$ cat src/design/sdcrc_pkg.sv
// Package for the SD data-block CRC appender: queue entry type, sizes and the
// CRC16-CCITT update functions. No dependencies.
`timescale 1ns / 1ps

package sdcrc_pkg;

  localparam int QueueDepthDefault = 4;

  localparam logic [15:0] CrcPoly = 16'h1021;

  localparam logic [3:0] IdxData       = 4'd0;
  localparam logic [3:0] IdxLastSerial = 4'd2;
  localparam logic [3:0] IdxLastLines  = 4'd8;

  localparam logic [2:0] CfgAddrMode = 3'd0;

  typedef struct packed {
    logic [7:0]       data;
    logic             last;
    logic             four_bit;
    logic [15:0]      serial;
    logic [3:0][15:0] lines;
  } sdcrc_entry_t;

  function automatic logic [15:0] crc_bit(input logic [15:0] crc, input logic din);
    logic [15:0] c;
    begin
      c = crc ^ {din, 15'd0};
      crc_bit = c[15] ? ({c[14:0], 1'b0} ^ CrcPoly) : {c[14:0], 1'b0};
    end
  endfunction

  function automatic logic [15:0] crc_byte(input logic [15:0] crc, input logic [7:0] d);
    logic [15:0] c;
    begin
      c = crc;
      for (int b = 7; b >= 0; b--) begin
        c = crc_bit(c, d[b]);
      end
      crc_byte = c;
    end
  endfunction

endpackage

$ cat src/design/sd_data_block_crc16.sv
// Top level of the SD data-block CRC16 appender: configuration register,
// front end, queue and back end. Depends on sdcrc_pkg and the sdcrc_* modules.
//
//   channel | direction | handshake          | contents
//   input   | in        | in_valid/in_stall  | data_byte, last_byte
//   output  | out       | out_valid/out_stall| out_byte, is_crc, block_end
//   config  | in        | APB psel/penable   | four_bit_mode at byte address 0
//
// A byte is taken every cycle while the queue has room; its transfer out
// passes through a queue slot and then the output register.
// A last byte expands to 3 output transfers (single line) or 9 (four lines);
// unless stalled, the output register sends one transfer per cycle (sustained rate).
// Reset is synchronous and clears the CRCs, the queue, the output and the mode.
// Output stall backs up into the queue; input stall rises only when it is full.
`timescale 1ns / 1ps

module sd_data_block_crc16
  import sdcrc_pkg::*;
#(
  parameter int QueueDepth = QueueDepthDefault
) (
  input  logic        clk,
  input  logic        rst,
  input  logic        in_valid,
  output logic        in_stall,
  input  logic [7:0]  data_byte,
  input  logic        last_byte,
  output logic        out_valid,
  input  logic        out_stall,
  output logic [7:0]  out_byte,
  output logic        is_crc,
  output logic        block_end,
  input  logic        psel,
  input  logic        penable,
  input  logic        pwrite,
  input  logic [2:0]  paddr,
  input  logic [31:0] pwdata,
  output logic [31:0] prdata,
  output logic        pready
);

  logic         four_bit_mode;
  logic         q_full;
  logic         q_not_empty;
  logic         push;
  logic         pop;
  sdcrc_entry_t push_entry;
  sdcrc_entry_t head;

  assign pready = 1'b1;
  assign prdata = (paddr == CfgAddrMode) ? {31'd0, four_bit_mode} : 32'd0;

  always_ff @(posedge clk) begin
    if (rst) begin
      four_bit_mode <= 1'b0;
    end else if (psel && penable && pwrite && (paddr == CfgAddrMode)) begin
      four_bit_mode <= pwdata[0];
    end
  end

  sdcrc_front u_front (
    .clk           (clk),
    .rst           (rst),
    .in_valid      (in_valid),
    .data_byte     (data_byte),
    .last_byte     (last_byte),
    .four_bit_mode (four_bit_mode),
    .q_full        (q_full),
    .in_stall      (in_stall),
    .push          (push),
    .entry         (push_entry)
  );

  sdcrc_queue #(
    .Depth (QueueDepth)
  ) u_queue (
    .clk        (clk),
    .rst        (rst),
    .push       (push),
    .push_entry (push_entry),
    .pop        (pop),
    .full       (q_full),
    .not_empty  (q_not_empty),
    .head       (head)
  );

  sdcrc_back u_back (
    .clk         (clk),
    .rst         (rst),
    .q_not_empty (q_not_empty),
    .head        (head),
    .pop         (pop),
    .out_valid   (out_valid),
    .out_stall   (out_stall),
    .out_byte    (out_byte),
    .is_crc      (is_crc),
    .block_end   (block_end)
  );

endmodule

$ cat src/design/sdcrc_front.sv
// Front end of the SD CRC appender: accepts block bytes and folds them into
// the serial and per-line CRCs. Depends on sdcrc_pkg.
`timescale 1ns / 1ps

module sdcrc_front
  import sdcrc_pkg::*;
(
  input  logic         clk,
  input  logic         rst,
  input  logic         in_valid,
  input  logic [7:0]   data_byte,
  input  logic         last_byte,
  input  logic         four_bit_mode,
  input  logic         q_full,
  output logic         in_stall,
  output logic         push,
  output sdcrc_entry_t entry
);

  logic [15:0]      serial_crc;
  logic [15:0]      serial_crc_next;
  logic [3:0][15:0] line_crc;
  logic [3:0][15:0] line_crc_next;

  assign in_stall = q_full;
  assign push     = in_valid && !q_full;

  always_comb begin
    serial_crc_next = crc_byte(serial_crc, data_byte);
    for (int n = 0; n < 4; n++) begin
      line_crc_next[n] = crc_bit(crc_bit(line_crc[n], data_byte[n + 4]), data_byte[n]);
    end
    entry.data     = data_byte;
    entry.last     = last_byte;
    entry.four_bit = four_bit_mode;
    entry.serial   = serial_crc_next;
    entry.lines    = line_crc_next;
  end

  always_ff @(posedge clk) begin
    if (rst) begin
      serial_crc <= '0;
      line_crc   <= '0;
    end else if (push) begin
      if (last_byte) begin
        serial_crc <= '0;
        line_crc   <= '0;
      end else begin
        serial_crc <= serial_crc_next;
        line_crc   <= line_crc_next;
      end
    end
  end

endmodule

$ cat src/design/sdcrc_queue.sv
// Short queue of classified bytes between the front and back ends of the
// SD CRC appender. Depends on sdcrc_pkg.
`timescale 1ns / 1ps

module sdcrc_queue
  import sdcrc_pkg::*;
#(
  parameter int Depth = QueueDepthDefault
) (
  input  logic         clk,
  input  logic         rst,
  input  logic         push,
  input  sdcrc_entry_t push_entry,
  input  logic         pop,
  output logic         full,
  output logic         not_empty,
  output sdcrc_entry_t head
);

  localparam int AW = (Depth > 1) ? $clog2(Depth) : 1;
  localparam int CW = $clog2(Depth + 1);
  localparam logic [AW-1:0] LastPtr = AW'(Depth - 1);
  localparam logic [CW-1:0] FullCount = CW'(Depth);

  sdcrc_entry_t slots [Depth];
  logic [AW-1:0] wr_ptr;
  logic [AW-1:0] rd_ptr;
  logic [CW-1:0] count;

  assign full      = (count == FullCount);
  assign not_empty = (count != '0);
  assign head      = slots[rd_ptr];

  always_ff @(posedge clk) begin
    if (push) begin
      slots[wr_ptr] <= push_entry;
    end
  end

  always_ff @(posedge clk) begin
    if (rst) begin
      wr_ptr <= '0;
      rd_ptr <= '0;
      count  <= '0;
    end else begin
      if (push) begin
        wr_ptr <= (wr_ptr == LastPtr) ? '0 : wr_ptr + 1'b1;
      end
      if (pop) begin
        rd_ptr <= (rd_ptr == LastPtr) ? '0 : rd_ptr + 1'b1;
      end
      if (push && !pop) begin
        count <= count + 1'b1;
      end else if (pop && !push) begin
        count <= count - 1'b1;
      end
    end
  end

endmodule

$ cat src/design/sdcrc_back.sv
// Back end of the SD CRC appender: sends each queued byte and, after the
// last byte of a block, its CRC bytes through an output register. Depends on sdcrc_pkg.
`timescale 1ns / 1ps

module sdcrc_back
  import sdcrc_pkg::*;
(
  input  logic         clk,
  input  logic         rst,
  input  logic         q_not_empty,
  input  sdcrc_entry_t head,
  output logic         pop,
  output logic         out_valid,
  input  logic         out_stall,
  output logic [7:0]   out_byte,
  output logic         is_crc,
  output logic         block_end
);

  logic [3:0] idx;
  logic [3:0] idx_final;
  logic       advance;
  logic       final_byte;
  logic [2:0] k;
  logic [3:0] pos_hi;
  logic [3:0] pos_lo;
  logic [7:0] crc_byte_sel;

  assign advance    = !out_valid || !out_stall;
  assign idx_final  = !head.last ? IdxData : (head.four_bit ? IdxLastLines : IdxLastSerial);
  assign final_byte = (idx == idx_final);
  assign pop        = advance && q_not_empty && final_byte;

  always_comb begin
    k      = 3'(idx - 4'd1);
    pos_hi = 4'd15 - {k, 1'b0};
    pos_lo = pos_hi - 4'd1;
    if (head.four_bit) begin
      for (int n = 0; n < 4; n++) begin
        crc_byte_sel[n + 4] = head.lines[n][pos_hi];
        crc_byte_sel[n]     = head.lines[n][pos_lo];
      end
    end else begin
      crc_byte_sel = (idx == IdxLastSerial) ? head.serial[7:0] : head.serial[15:8];
    end
  end

  always_ff @(posedge clk) begin
    if (rst) begin
      out_valid <= 1'b0;
      idx       <= IdxData;
    end else if (advance) begin
      out_valid <= q_not_empty;
      if (q_not_empty) begin
        idx <= final_byte ? IdxData : idx + 4'd1;
      end
    end
  end

  always_ff @(posedge clk) begin
    if (advance && q_not_empty) begin
      out_byte  <= (idx == IdxData) ? head.data : crc_byte_sel;
      is_crc    <= (idx != IdxData);
      block_end <= (idx != IdxData) && final_byte;
    end
  end

endmodule
$ cat config.mk
export PLATFORM = sky130hd
export DESIGN_NAME = sd_data_block_crc16
export DESIGN_NICKNAME = d
export VERILOG_FILES = /design/src/design/sdcrc_pkg.sv /design/src/design/sd_data_block_crc16.sv /design/src/design/sdcrc_front.sv /design/src/design/sdcrc_queue.sv /design/src/design/sdcrc_back.sv
export SDC_FILE = /design/constraint.sdc
export NUM_CORES = 1
export LEC_CHECK = 0
export ABC_AREA = 0
export BUFFER_PORTS_ARGS = -buffer_cell sky130_fd_sc_hd__clkbuf_2
export CORE_MARGIN = 2
export CORE_UTILIZATION = 29
export CTS_CLUSTER_SIZE = 14
export DETAILED_ROUTE_END_ITERATION = 16
export GPL_TIMING_DRIVEN = 0
export PLACE_DENSITY = 0.4
export SETUP_SLACK_MARGIN = 0.4
export SYNTH_ARGS = -nofsm -noshare
export SYNTH_HDL_FRONTEND = slang
export SYNTH_SLANG_ARGS = --single-unit
$ cat constraint.sdc
create_clock -name clk -period 5.02 [get_ports clk]
set_input_delay 0.251 -clock clk [delete_from_list [all_inputs] [get_ports clk]]
set_output_delay 0.251 -clock clk [all_outputs]
set_load 0.02 [all_outputs]
-- After elaboration in Yosys (flattened, before gate mapping)
Memories as Yosys holds them, arrays and structs flattened. A register that Yosys moved wholly into a read port is not among the register bits.
Cells that the tools add are included.
- RAM bits: 360
- bits in registers: 103
- bits of input ports: 51
- memories kept: 1
- multiplexer cells: 49
- bitwise logic cells: 32
- equality and inequality tests: 5
- reductions and logical operators: 21
- add/sub/neg operators: 8
- magnitude comparators: 2
- memories (name ; depth ; width ; rd ports ; clocked after Yosys merged registers in ; wr ports ; RTL line ; RTL):
    u_queue.slots ; 4 ; 90 ; 1 ; 1 ; 1 ; sdcrc_queue.sv:25 ; sdcrc_entry_t slots [Depth];
- operators by type and width (cell ; count):
    $xor 16x16->16 ; 16
    $mux 13 ; 16
    $mux 64 ; 1
    $not 3->3 ; 16
    $bmux 1 s4 ; 8
    $mux 8 ; 3
    $mux 16 ; 1
    $mux 4 ; 3
    $mux 1 ; 11
    $lt 4x5->1 const B ; 2
    $logic_and 1x1->1 ; 9
    $mux 2 ; 4
    $mux 3 ; 2
    $sub 3x1->3 const B ; 2
    $logic_not 1->1 ; 5
    $add 2x1->2 const B ; 2
    $add 4x1->4 const B ; 1
    $eq 2x2->1 const B ; 2
    $eq 4x2->1 const B ; 1
    $eq 4x4->1 ; 1
    $logic_not 4->1 ; 1
    $reduce_bool 4->1 ; 1
    $sub 4x1->4 const B ; 1
    $sub 4x4->4 const A ; 1
    7 further kinds ; 7

-- Logic depth before layout (Yosys ltp)
Gate-level depths: netlist of run 1.
- depth after elaboration: 25
- depth in mapped cells: 13

-- By module
A second synthesis of run 1 with hierarchy kept.
- cell total of the unflattened synthesis: 1098
- area, all modules: 18968.2 µm²
- modules (own cells, without submodules) (module ; sequential area each (µm²) ; area each (µm²) ; cells an instance ; times used):
    sdcrc_queue ; 10990.5 ; 13519.2 ; 514 ; 1
    sdcrc_front ; 1601.5 ; 3709.8 ; 413 ; 1
    sdcrc_back ; 400.4 ; 1425.1 ; 130 ; 1
    sd_data_block_crc16 ; 20.0 ; 314.1 ; 41 ; 1

-- Worst setup path after synthesis of run 1
OpenSTA, ideal clock, no wires.
- path type: flip-flop to flip-flop
- start point: register u_queue.count[0]
- end point: memory u_queue.slots[0][0] in the netlist's numbering, enable pin
- slack: 1298 ps
- clock period less this slack: 3722 ps
- cell stages (with the launch flop): 7
- arrival: 3264 ps
- setup time: 459 ps
- path buffers: 2
- required time: 4561 ps
- path through: dfxtp_1 nor3b_1 nand2b_1 buf_2 clkbuf_1 inv_1 and2_1
- word-level cells in the longest chain between the ends: 5
- ends and longest elaborated chain (what ; RTL line ; RTL):
    from (decl) ; sdcrc_queue.sv:28 ; logic [CW-1:0] count;
    from (signal assigned) ; sdcrc_queue.sv:53 ; count <= count + 1'b1;
    from (signal assigned) ; sdcrc_queue.sv:55 ; count <= count - 1'b1;
    $eq 3x3->1 ; sdcrc_queue.sv:30 ; assign full = (count == FullCount);
    via in_stall ; sd_data_block_crc16.sv:25 ; output logic in_stall,
    $logic_not 1->1 ; sdcrc_front.sv:26 ; assign push = in_valid && !q_full;
    $logic_and 1x1->1 ; sdcrc_front.sv:26 ;
    via push ; sd_data_block_crc16.sv:45 ; logic push;
    $mux 1 ; sdcrc_queue.sv:35 ; if (push) begin
    $mux 1 (implied by the code) ; sdcrc_queue.sv:36 ; slots[wr_ptr] <= push_entry;
    to (decl) ; sdcrc_queue.sv:25 ;
The timed path passes the listed nets, and every way through them passes these cells.

-- Worst setup path after layout of run 1
- start point: register u_back.idx[0]
- end point: register u_back.out_byte[5] (data pin)
- word-level cells in the longest chain between the ends: 6
- elaborated cells between the ends (all ways): 9
- those cells by class: add/sub (2); eq/ne (1); mux (5); reduce/logical (1)
- ends and longest elaborated chain (what ; RTL line ; RTL):
    from (decl) ; sdcrc_back.sv:20 ; logic [3:0] idx;
    from (signal assigned) ; sdcrc_back.sv:51 ; idx <= IdxData;
    from (signal assigned) ; sdcrc_back.sv:55 ; idx <= final_byte ? IdxData : idx + 4'd1;
    $sub 3x1->3 ; sdcrc_back.sv:35 ; k = 3'(idx - 4'd1);
    $sub 4x4->4 ; sdcrc_back.sv:36 ; pos_hi = 4'd15 - {k, 1'b0};
    $bmux 1 s4 ; sdcrc_back.sv:40 ; crc_byte_sel[n + 4] = head.lines[n][pos_hi];
    $mux 1 (implied by the code) ; sdcrc_back.sv:40 ;
    $mux 8 ; sdcrc_back.sv:38 ; if (head.four_bit) begin
    $mux 8 * ; sdcrc_back.sv:62 ; out_byte <= (idx == IdxData) ? head.data : crc_byte_sel;
    to (signal assigned) ; sdcrc_back.sv:62 ;
    to (decl) ; sdcrc_back.sv:15 ; output logic [7:0] out_byte,
Mark *: on every way between the ends. The rest lies on a longest branch, timed or not. The select of a mux whose other input is x is not followed.
A chain may end at the register's enable or synchronous reset.

==> key figures, run 1 <==
Outcome
  – Outcome: complete, no violations

Critical path
  – Path depth of the worst reg2reg path: 7
  – RR Startpoint: u_back.idx[0]$_SDFFE_PP0P_
  – R2R Path End: u_back.out_byte[5]$_DFFE_PP_
  – CP arrival: 3.95 ns
  – R2R Setup Slk: between 1 and 1.5 ns
  – Crit. End Element: register
  – Setup crit end: u_back.out_byte[5]$_DFFE_PP_
  – CP Data Required Time: 5.28 ns
  – Max FO, Critical Path: 10
  – Worst setup path start: u_back.idx[0]$_SDFFE_PP0P_
  – Setup CP Type: reg -> reg
  – Startpoint Class: register

Detailed routing
  – Routed WL per cell: approximately 23 um
  – Routed via count: roughly 10000
  – Pre-antenna DRT Iters: 5
  – Drt initial violations: between 800 and 900
  – DRC viols: 0
  – Post-route antenna net violation count: 0
  – Routed WL: a little over 50000 um
  – Routed vias/inst: ~4.7

Synth
  – Post-synthesis sequential element count: between 400 and 500
  – Mapped Cells: 1167
  – Synth warn: 0
  – Post-synthesis average cell area: around 16 um2
  – Synth async-reset ratio: 0%
  – Count of cell types in the netlist: 41
  – Post-synth top flop: edfxtp_1
  – EDFF count, synth: 370
  – Share of the yosys chip area belonging to registers: approximately 70%
  – Synthesized area: approximately 0.019 mm2

Final layout
  – Finished Cell Area: approximately 0.022 mm2
  – Layout cells sized above 1: approximately 17%
  – Most frequent cells in the layout: edfxtp_1, mux2i_1, dfxtp_1
  – Commonest non-fill, non-tap cell in the layout: edfxtp_1
  – Area Growth Syn to Fin: 17.68%
  – Finished Layout Cells: ~2200
  – Final nets: between 1000 and 1500

Clock network
  – CTS sink count: 465
  – TritonCTS clock tree: done
  – Clock slew at reported path FFs: around 0.060 ns
  – Clock Tree Buf Depth: 3
  – Htree depth: 2
  – Post-CTS sizing: 0
  – TritonCTS Buffers: 51
  – CTS Root Cell: clkbuf_16
  – Worst-skew pair later-pin latency: between 0.5 and 0.6 ns

Die
  – Die Span X: about 260 um
  – Std cell rows: between 90 and 100
  – Full die area: 0.06586 mm2
  – Core area: between 0.06 and 0.07 mm2
  – Die Y: approximately 260 um
  – IO Count: between 90 and 100
  – Starting density of the core: 29.34%

Global routing
  – Vias in the first global route: roughly 11000
  – Antenna violations before repair: 0
  – GR met1 Demand/Resource: ~22%
  – Largest net degree at the start of global routing: 50
  – Gr usage total: 15.53%
  – Grt ovf: 0
  – GRT met2 Usage: between 20 and 25%
  – First-pass GRT wire length: around 74000 um
  – M3 GR Usage: 2.244%
  – Top Usage Layer GRT: met2

STA
  – Min cycle time layout: around 3.7 ns
  – Final hold viol count: 0
  – Worst hold margin: roughly 0.028 ns
  – Slew Viols, Final: 0
  – Setup-failing EPs final: 0
  – Max_slew headroom: approximately a quarter
  – Fmax: 271.4 MHz
  – Measured slew at the worst slew-check pin: around 1.1 ns
  – Final worst-path cycle share: 73.41%
  – RSZ-0062 raised after global routing: false
  – Fin Clk Skew: 0.01961 ns
  – Total negative slack: 0 ns

Worst hold path
  – Worst min path class: in -> reg

Placed design
  – Post-Place Cells: roughly 2100
  – Post-DP HPWL: around 33000 um
  – IO buf count: 32
  – Placed cell area: 0.02003 mm2
  – Gp weighted congestion: about 0.74

Job
  – Total of max-cap violations: 0

Pwr
  – Final Total Pwr: 0.01145 W
  – Power per cell area: ~530 mW/mm2
  – Leakage Power: approximately 7.1 nW
  – Worst VDD drop: between 200 and 300 uV
-- logic make-up (layout without fill, tap and decap cells) --
kind of cell    count (synthesis)  after routing  synth area share (%)
simple gates                  187            187                 5.334
xor+xnor                       55             55                 2.603
buf+inv                       122            262                 3.502
fa+ha+maj                      10             10                0.7166
mux                           150            150                 11.01
flops                         465            465                 70.30
other cells                     2             33               0.04057
compound gates                176            176                 6.496
-- metal layers --
layer | up-vias | wire, um
met5 | - | 0
met4 | 0 | 1192
met3 | 66 | 1998
met2 | 216 | 23230
met1 | 5340 | 24510
li1 | 4696 | -
-- synth_stat cells (9+ instances only) --
library cell | count | area, um2
edfxtp_1 | 370 | 11110
ha_1 | 9 | 112.6
a21oi_1 | 62 | 310.3
a221oi_1 | 16 | 140.1
nor3b_1 | 41 | 307.8
a22oi_1 | 55 | 412.9
a22o_1 | 16 | 140.1
and2_1 | 18 | 112.6
buf_4 | 34 | 255.2
nor3_1 | 14 | 70.07
inv_1 | 17 | 63.81
xnor2_1 | 46 | 402.9
mux2i_1 | 100 | 1001
mux4_2 | 42 | 945.9
buf_2 | 14 | 70.07
nor2_1 | 89 | 334.1
clkbuf_1 | 47 | 176.4
xor2_1 | 9 | 78.83
dfxtp_1 | 95 | 1902
-- worst max-delay path, stage by stage (launching register included) --
cell and delay (ns):
dfxtp_1 0.55, clkinv_1 0.49, ha_1 0.40, xnor2_1 0.17
nand2b_1 0.20, buf_1 0.51, o22ai_1 0.24, o41ai_1 0.81
-- through the flow --
stage / util, % / setup slack, ns
finish: 34.53 / 1.335
global route: 34.53 / 1.114
CTS: 34.53 / 1.320
detailed placement: 31.76 / 1.355
global placement: 31.45 / -1.415
floorplan: - / 1.298
-- power by group --
part / internal, W / switching (W) / leakage (nW) / total (W)
Combinational: 0.00102 / 0.00180 / 2.06 / 0.00283
Clock: 0.00228 / 0.00149 / 0.821 / 0.00377
Sequential: 0.00470 / 0.000153 / 4.23 / 0.00485
-- cell type report --
| cell class | instances | area [um2] |
|---|---|---|
| Multi-Input combinational cell | 610 | 4975 |
| Timing Repair Buffer | 46 | 410.4 |
| Clock inverter | 27 | 296.5 |
| Sequential cell | 465 | 13010 |
| Clock buffer | 67 | 1379 |
| Fill cell | 6151 | 41300 |
| Tap cell | 846 | 1059 |
| Antenna cell | 1 | 2.502 |
| Inverter | 18 | 67.56 |
| Buffer | 104 | 580.6 |
-- worst min path at each step --
stage,start,endpoint,slack (ns),cells after the start
floorplan,last_byte,u_queue.slots[0][81]$_DFFE_PP_,0.35,0
CTS,data_byte[6],u_queue.slots[2][88]$_DFFE_PP_,0.009,1
global placement,u_queue.rd_ptr[1]$_SDFFE_PP0P_,u_queue.rd_ptr[1]$_SDFFE_PP0P_,0.49,2
global route,data_byte[6],u_queue.slots[2][88]$_DFFE_PP_,0.03,1
finish,data_byte[6],u_queue.slots[2][88]$_DFFE_PP_,0.03,1
detailed placement,pwdata[0],four_bit_mode$_SDFFE_PP0P_,0.49,3
-- sequential cells by signal, summed over array words and instances (netlist names), named ones only --
signal	cells
u_back.block_end	1
u_back.is_crc	1
u_back.idx	4
u_front.line_crc	64
four_bit_mode	1
u_queue.slots	360
u_back.out_byte	8
u_queue.count	3
u_back.out_valid	1
u_front.serial_crc	16
u_queue.wr_ptr	2
u_queue.rd_ptr	2
-- what timing repair did --
item                                   4_1_cts  5_1_grt
hold buffers                                 7        0
buffers inserted                             0        0
endpoints found under the hold margin       18        0
Power figures use the tool's default switching activity.
==> inputs of run 2 (changes only) <==
==> constraint.sdc (replaced) <==
create_clock -name clk -period 3.5 [get_ports clk]
set_input_delay 0.175 -clock clk [delete_from_list [all_inputs] [get_ports clk]]
set_output_delay 0.175 -clock clk [all_outputs]
set_load 0.02 [all_outputs]
==> run 2 against run 1 <==
Net effect: non-clock buffer count up 14; clock power up 41%; fmax up 18%; global-route usage about the same; first-iteration DRC count down 6.9%; register-to-register slack got worse by 0.97 ns; largest cell class unchanged.
==> key figures, run 2 (same netlist as run 1, synthesis figures left out) <==
STA
  – RSZ-0062 raised after global routing: true
  – Slew Viols, Final: 0 (unchanged)
  – Setup-failing EPs final: 0 (unchanged)
  – Min cycle time layout: 3.134 ns (-0.5508 ns)
  – Fmax: 319.1 MHz (+18%)
  – Final worst-path cycle share: 89.55% (+16 points)
  – Final hold viol count: 0 (unchanged)
  – Max_slew headroom: 28.41% (+3.2 points)
  – Fin Clk Skew: 0.009450 ns (-0.01016 ns)
  – Total negative slack: 0 ns (unchanged)
  – Measured slew at the worst slew-check pin: 1.074 ns (-0.04865 ns)
  – Fin worst setup slack: 0.3658 ns (-0.9692 ns)

Final layout
  – Biggest register: u_queue.slots
  – Final nets: 1373 (+1.2%)
  – Commonest non-fill, non-tap cell in the layout: edfxtp_1
  – Area Growth Syn to Fin: 19.09%
  – Most frequent cells in the layout: edfxtp_1, mux2i_1, dfxtp_1
  – Max reg flops: 360 (unchanged)
  – Biggest regs: u_queue.slots x360, u_front.line_crc x64, u_front.serial_crc x16
  – Inserted Diodes: 0 (-1)
  – Finished Cell Area: 0.02204 mm2 (+1.2%)
  – Layout cells sized above 1: 19.35% (+2.7 points)

Die
  – Starting density of the core: 29.34% (unchanged)
  – Die Y: 256.6 um (unchanged)
  – Full die area: 0.06586 mm2 (unchanged)
  – Core area: 0.06308 mm2 (unchanged)
  – Std cell rows: 92 (unchanged)
  – Die Span X: 256.6 um (unchanged)
  – IO Count: 96 (unchanged)

Detailed routing
  – Routed WL: 51420 um (+0.95%)
  – Routed via count: 10260 (-0.56%)
  – Routed vias/inst: 4.664 (-1.3%)
  – DRC viols: 0 (unchanged)
  – Drt initial violations: 757 (-6.9%)
  – Routed WL per cell: 23.37 um (+0.22%)
  – Pre-antenna DRT Iters: 6 (+1)
  – Post-route antenna net violation count: 0 (unchanged)

Global routing
  – Antenna violations before repair: 0 (unchanged)
  – Gr usage total: 15.56% (+0.039 points)
  – Largest net degree at the start of global routing: 49 (-2.0%)
  – Grt ovf: 0 (unchanged)
  – First-pass GRT wire length: 73830 um (-0.72%)
  – Vias in the first global route: 10240 (-3.0%)

Critical path
  – Crit. End Element: register
  – Max FO, Critical Path: 3 (-7)
  – Max incr delay on CP: 0.54 ns (-0.27 ns)
  – CP Data Required Time: 4.00 ns (-1.28 ns)
  – Startpoint Class: register
  – Setup CP Type: reg -> reg
  – Crit-path cells: buf_6, buf_12, mux4_2, and4_4, o31a_1, and2_4, buf_6, clkinvlp_4, ha_4, inv_2, fa_2, xor2_2, or3_1, a21oi_2
  – CP arrival: 3.64 ns (-0.31 ns)
  – CP max stage cell: mux4_2
  – Critical Path Most Common Cell: buf_6

Placed design
  – DP Worst Slack: -0.2734 ns (-1.628 ns)
  – Gp weighted congestion: 0.7164 (-3.0%)
  – Post-DP HPWL: 32960 um (-0.85%)
  – Placed cell area: 0.02003 mm2 (unchanged)
  – IO buf count: 32 (unchanged)

Clock network
  – CTS sink count: 465 (unchanged)
  – CTS Root Cell: clkbuf_16
  – Htree depth: 2 (unchanged)
  – TritonCTS Buffers: 51 (unchanged)
  – Clock slew at reported path FFs: 0.06 ns (about the same)
  – Clock Tree Buf Depth: 3 (unchanged)
  – TritonCTS clock tree: done
  – Worst-skew pair later-pin latency: 0.59 ns (about the same)

Worst hold path
  – Worst min path class: in -> reg

Pwr
  – Leakage Power: 7.228 nW (+1.7%)
  – Worst VDD drop: 345.7 uV (+17%)
  – Power per cell area: 754.2 mW/mm2 (+43%)

Outcome
  – Outcome: complete, no violations

Job
  – Total of max-cap violations: 0 (unchanged)
[run 2: stage by stage]
stage / total power (W) / utilization, % / hold slack [ns] / instances
after floorplan: 0.009573 / - / 0.2739 / 1197
after global placement: 0.01118 / 31.46 / 0.4260 / 2075
after detailed placement: 0.01124 / 31.76 / 0.4197 / 2082
after CTS: 0.01678 / 34.81 / 0.3404 / 2198
after global routing: 0.01738 / 34.94 / 0.3618 / 2200
final: 0.01663 / 34.94 / 0.3826 / 2200
[run 2: worst max-delay path: cells and delay by family (launching register included)]
| family | cells | cell delay [ns] |
|---|---|---|
| compound gates | 2 | 0.40 |
| xor+xnor | 1 | 0.16 |
| flops | 1 | 0.32 |
| fa+ha+maj | 2 | 0.50 |
| mux | 1 | 0.54 |
| buf+inv | 5 | 0.52 |
| simple gates | 3 | 0.64 |
[run 2: repair_timing]
| item | 4_1_cts | 5_1_grt |
|---|---|---|
| gates resized for setup | 15 | 22 |
| gates cloned | 2 | 0 |
| setup endpoints to repair | 301 | 101 |
| hold buffers | 13 | 0 |
| buffers inserted | 7 | 2 |
| endpoints found under the hold margin | 42 | 0 |
| pin swaps | 8 | 3 |
[run 2: area by class of cell]
cell class,instances,area (um2)
multi-input combinational,612,5101
tap,846,1059
fill,6152,41040
timing repair buffer,61,554.3
buffer,103,588.1
clock inverter,15,146.4
sequential,465,13010
inverter,18,72.57
clock buffer,80,1508
[run 2: final timing paths]
path                             startpoint                              to  slack, ns  depth (start not counted)
min reg2reg  u_queue.rd_ptr[0]$_SDFFE_PP0P_                        register       0.50                          2
min                               last_byte  u_queue.slots[1][81]$_DFFE_PP_       0.38                          2
max reg2reg                        register   u_queue.count[2]$_SDFFE_PP0P_       0.37                         14
max                                register   u_queue.count[2]$_SDFFE_PP0P_       0.37                         14
[run 2: report_power, final]
| group | total [W] | internal [W] | switching, W | leakage [nW] |
|---|---|---|---|---|
| clock network | 0.00532 | 0.00316 | 0.00216 | 0.807 |
| registers | 0.00696 | 0.00674 | 0.000219 | 4.23 |
| logic | 0.00435 | 0.00165 | 0.00270 | 2.19 |
[run 2: metal layers]
metal / routed length (um) / up-vias / track usage (%)
li1: - / 4728 / -
met1: 24480 / 5268 / 22.22
met2: 23890 / 198 / 24.65
met3: 2142 / 66 / 2.768
met4: 904 / 0 / 3.553
met5: 0 / - / 0
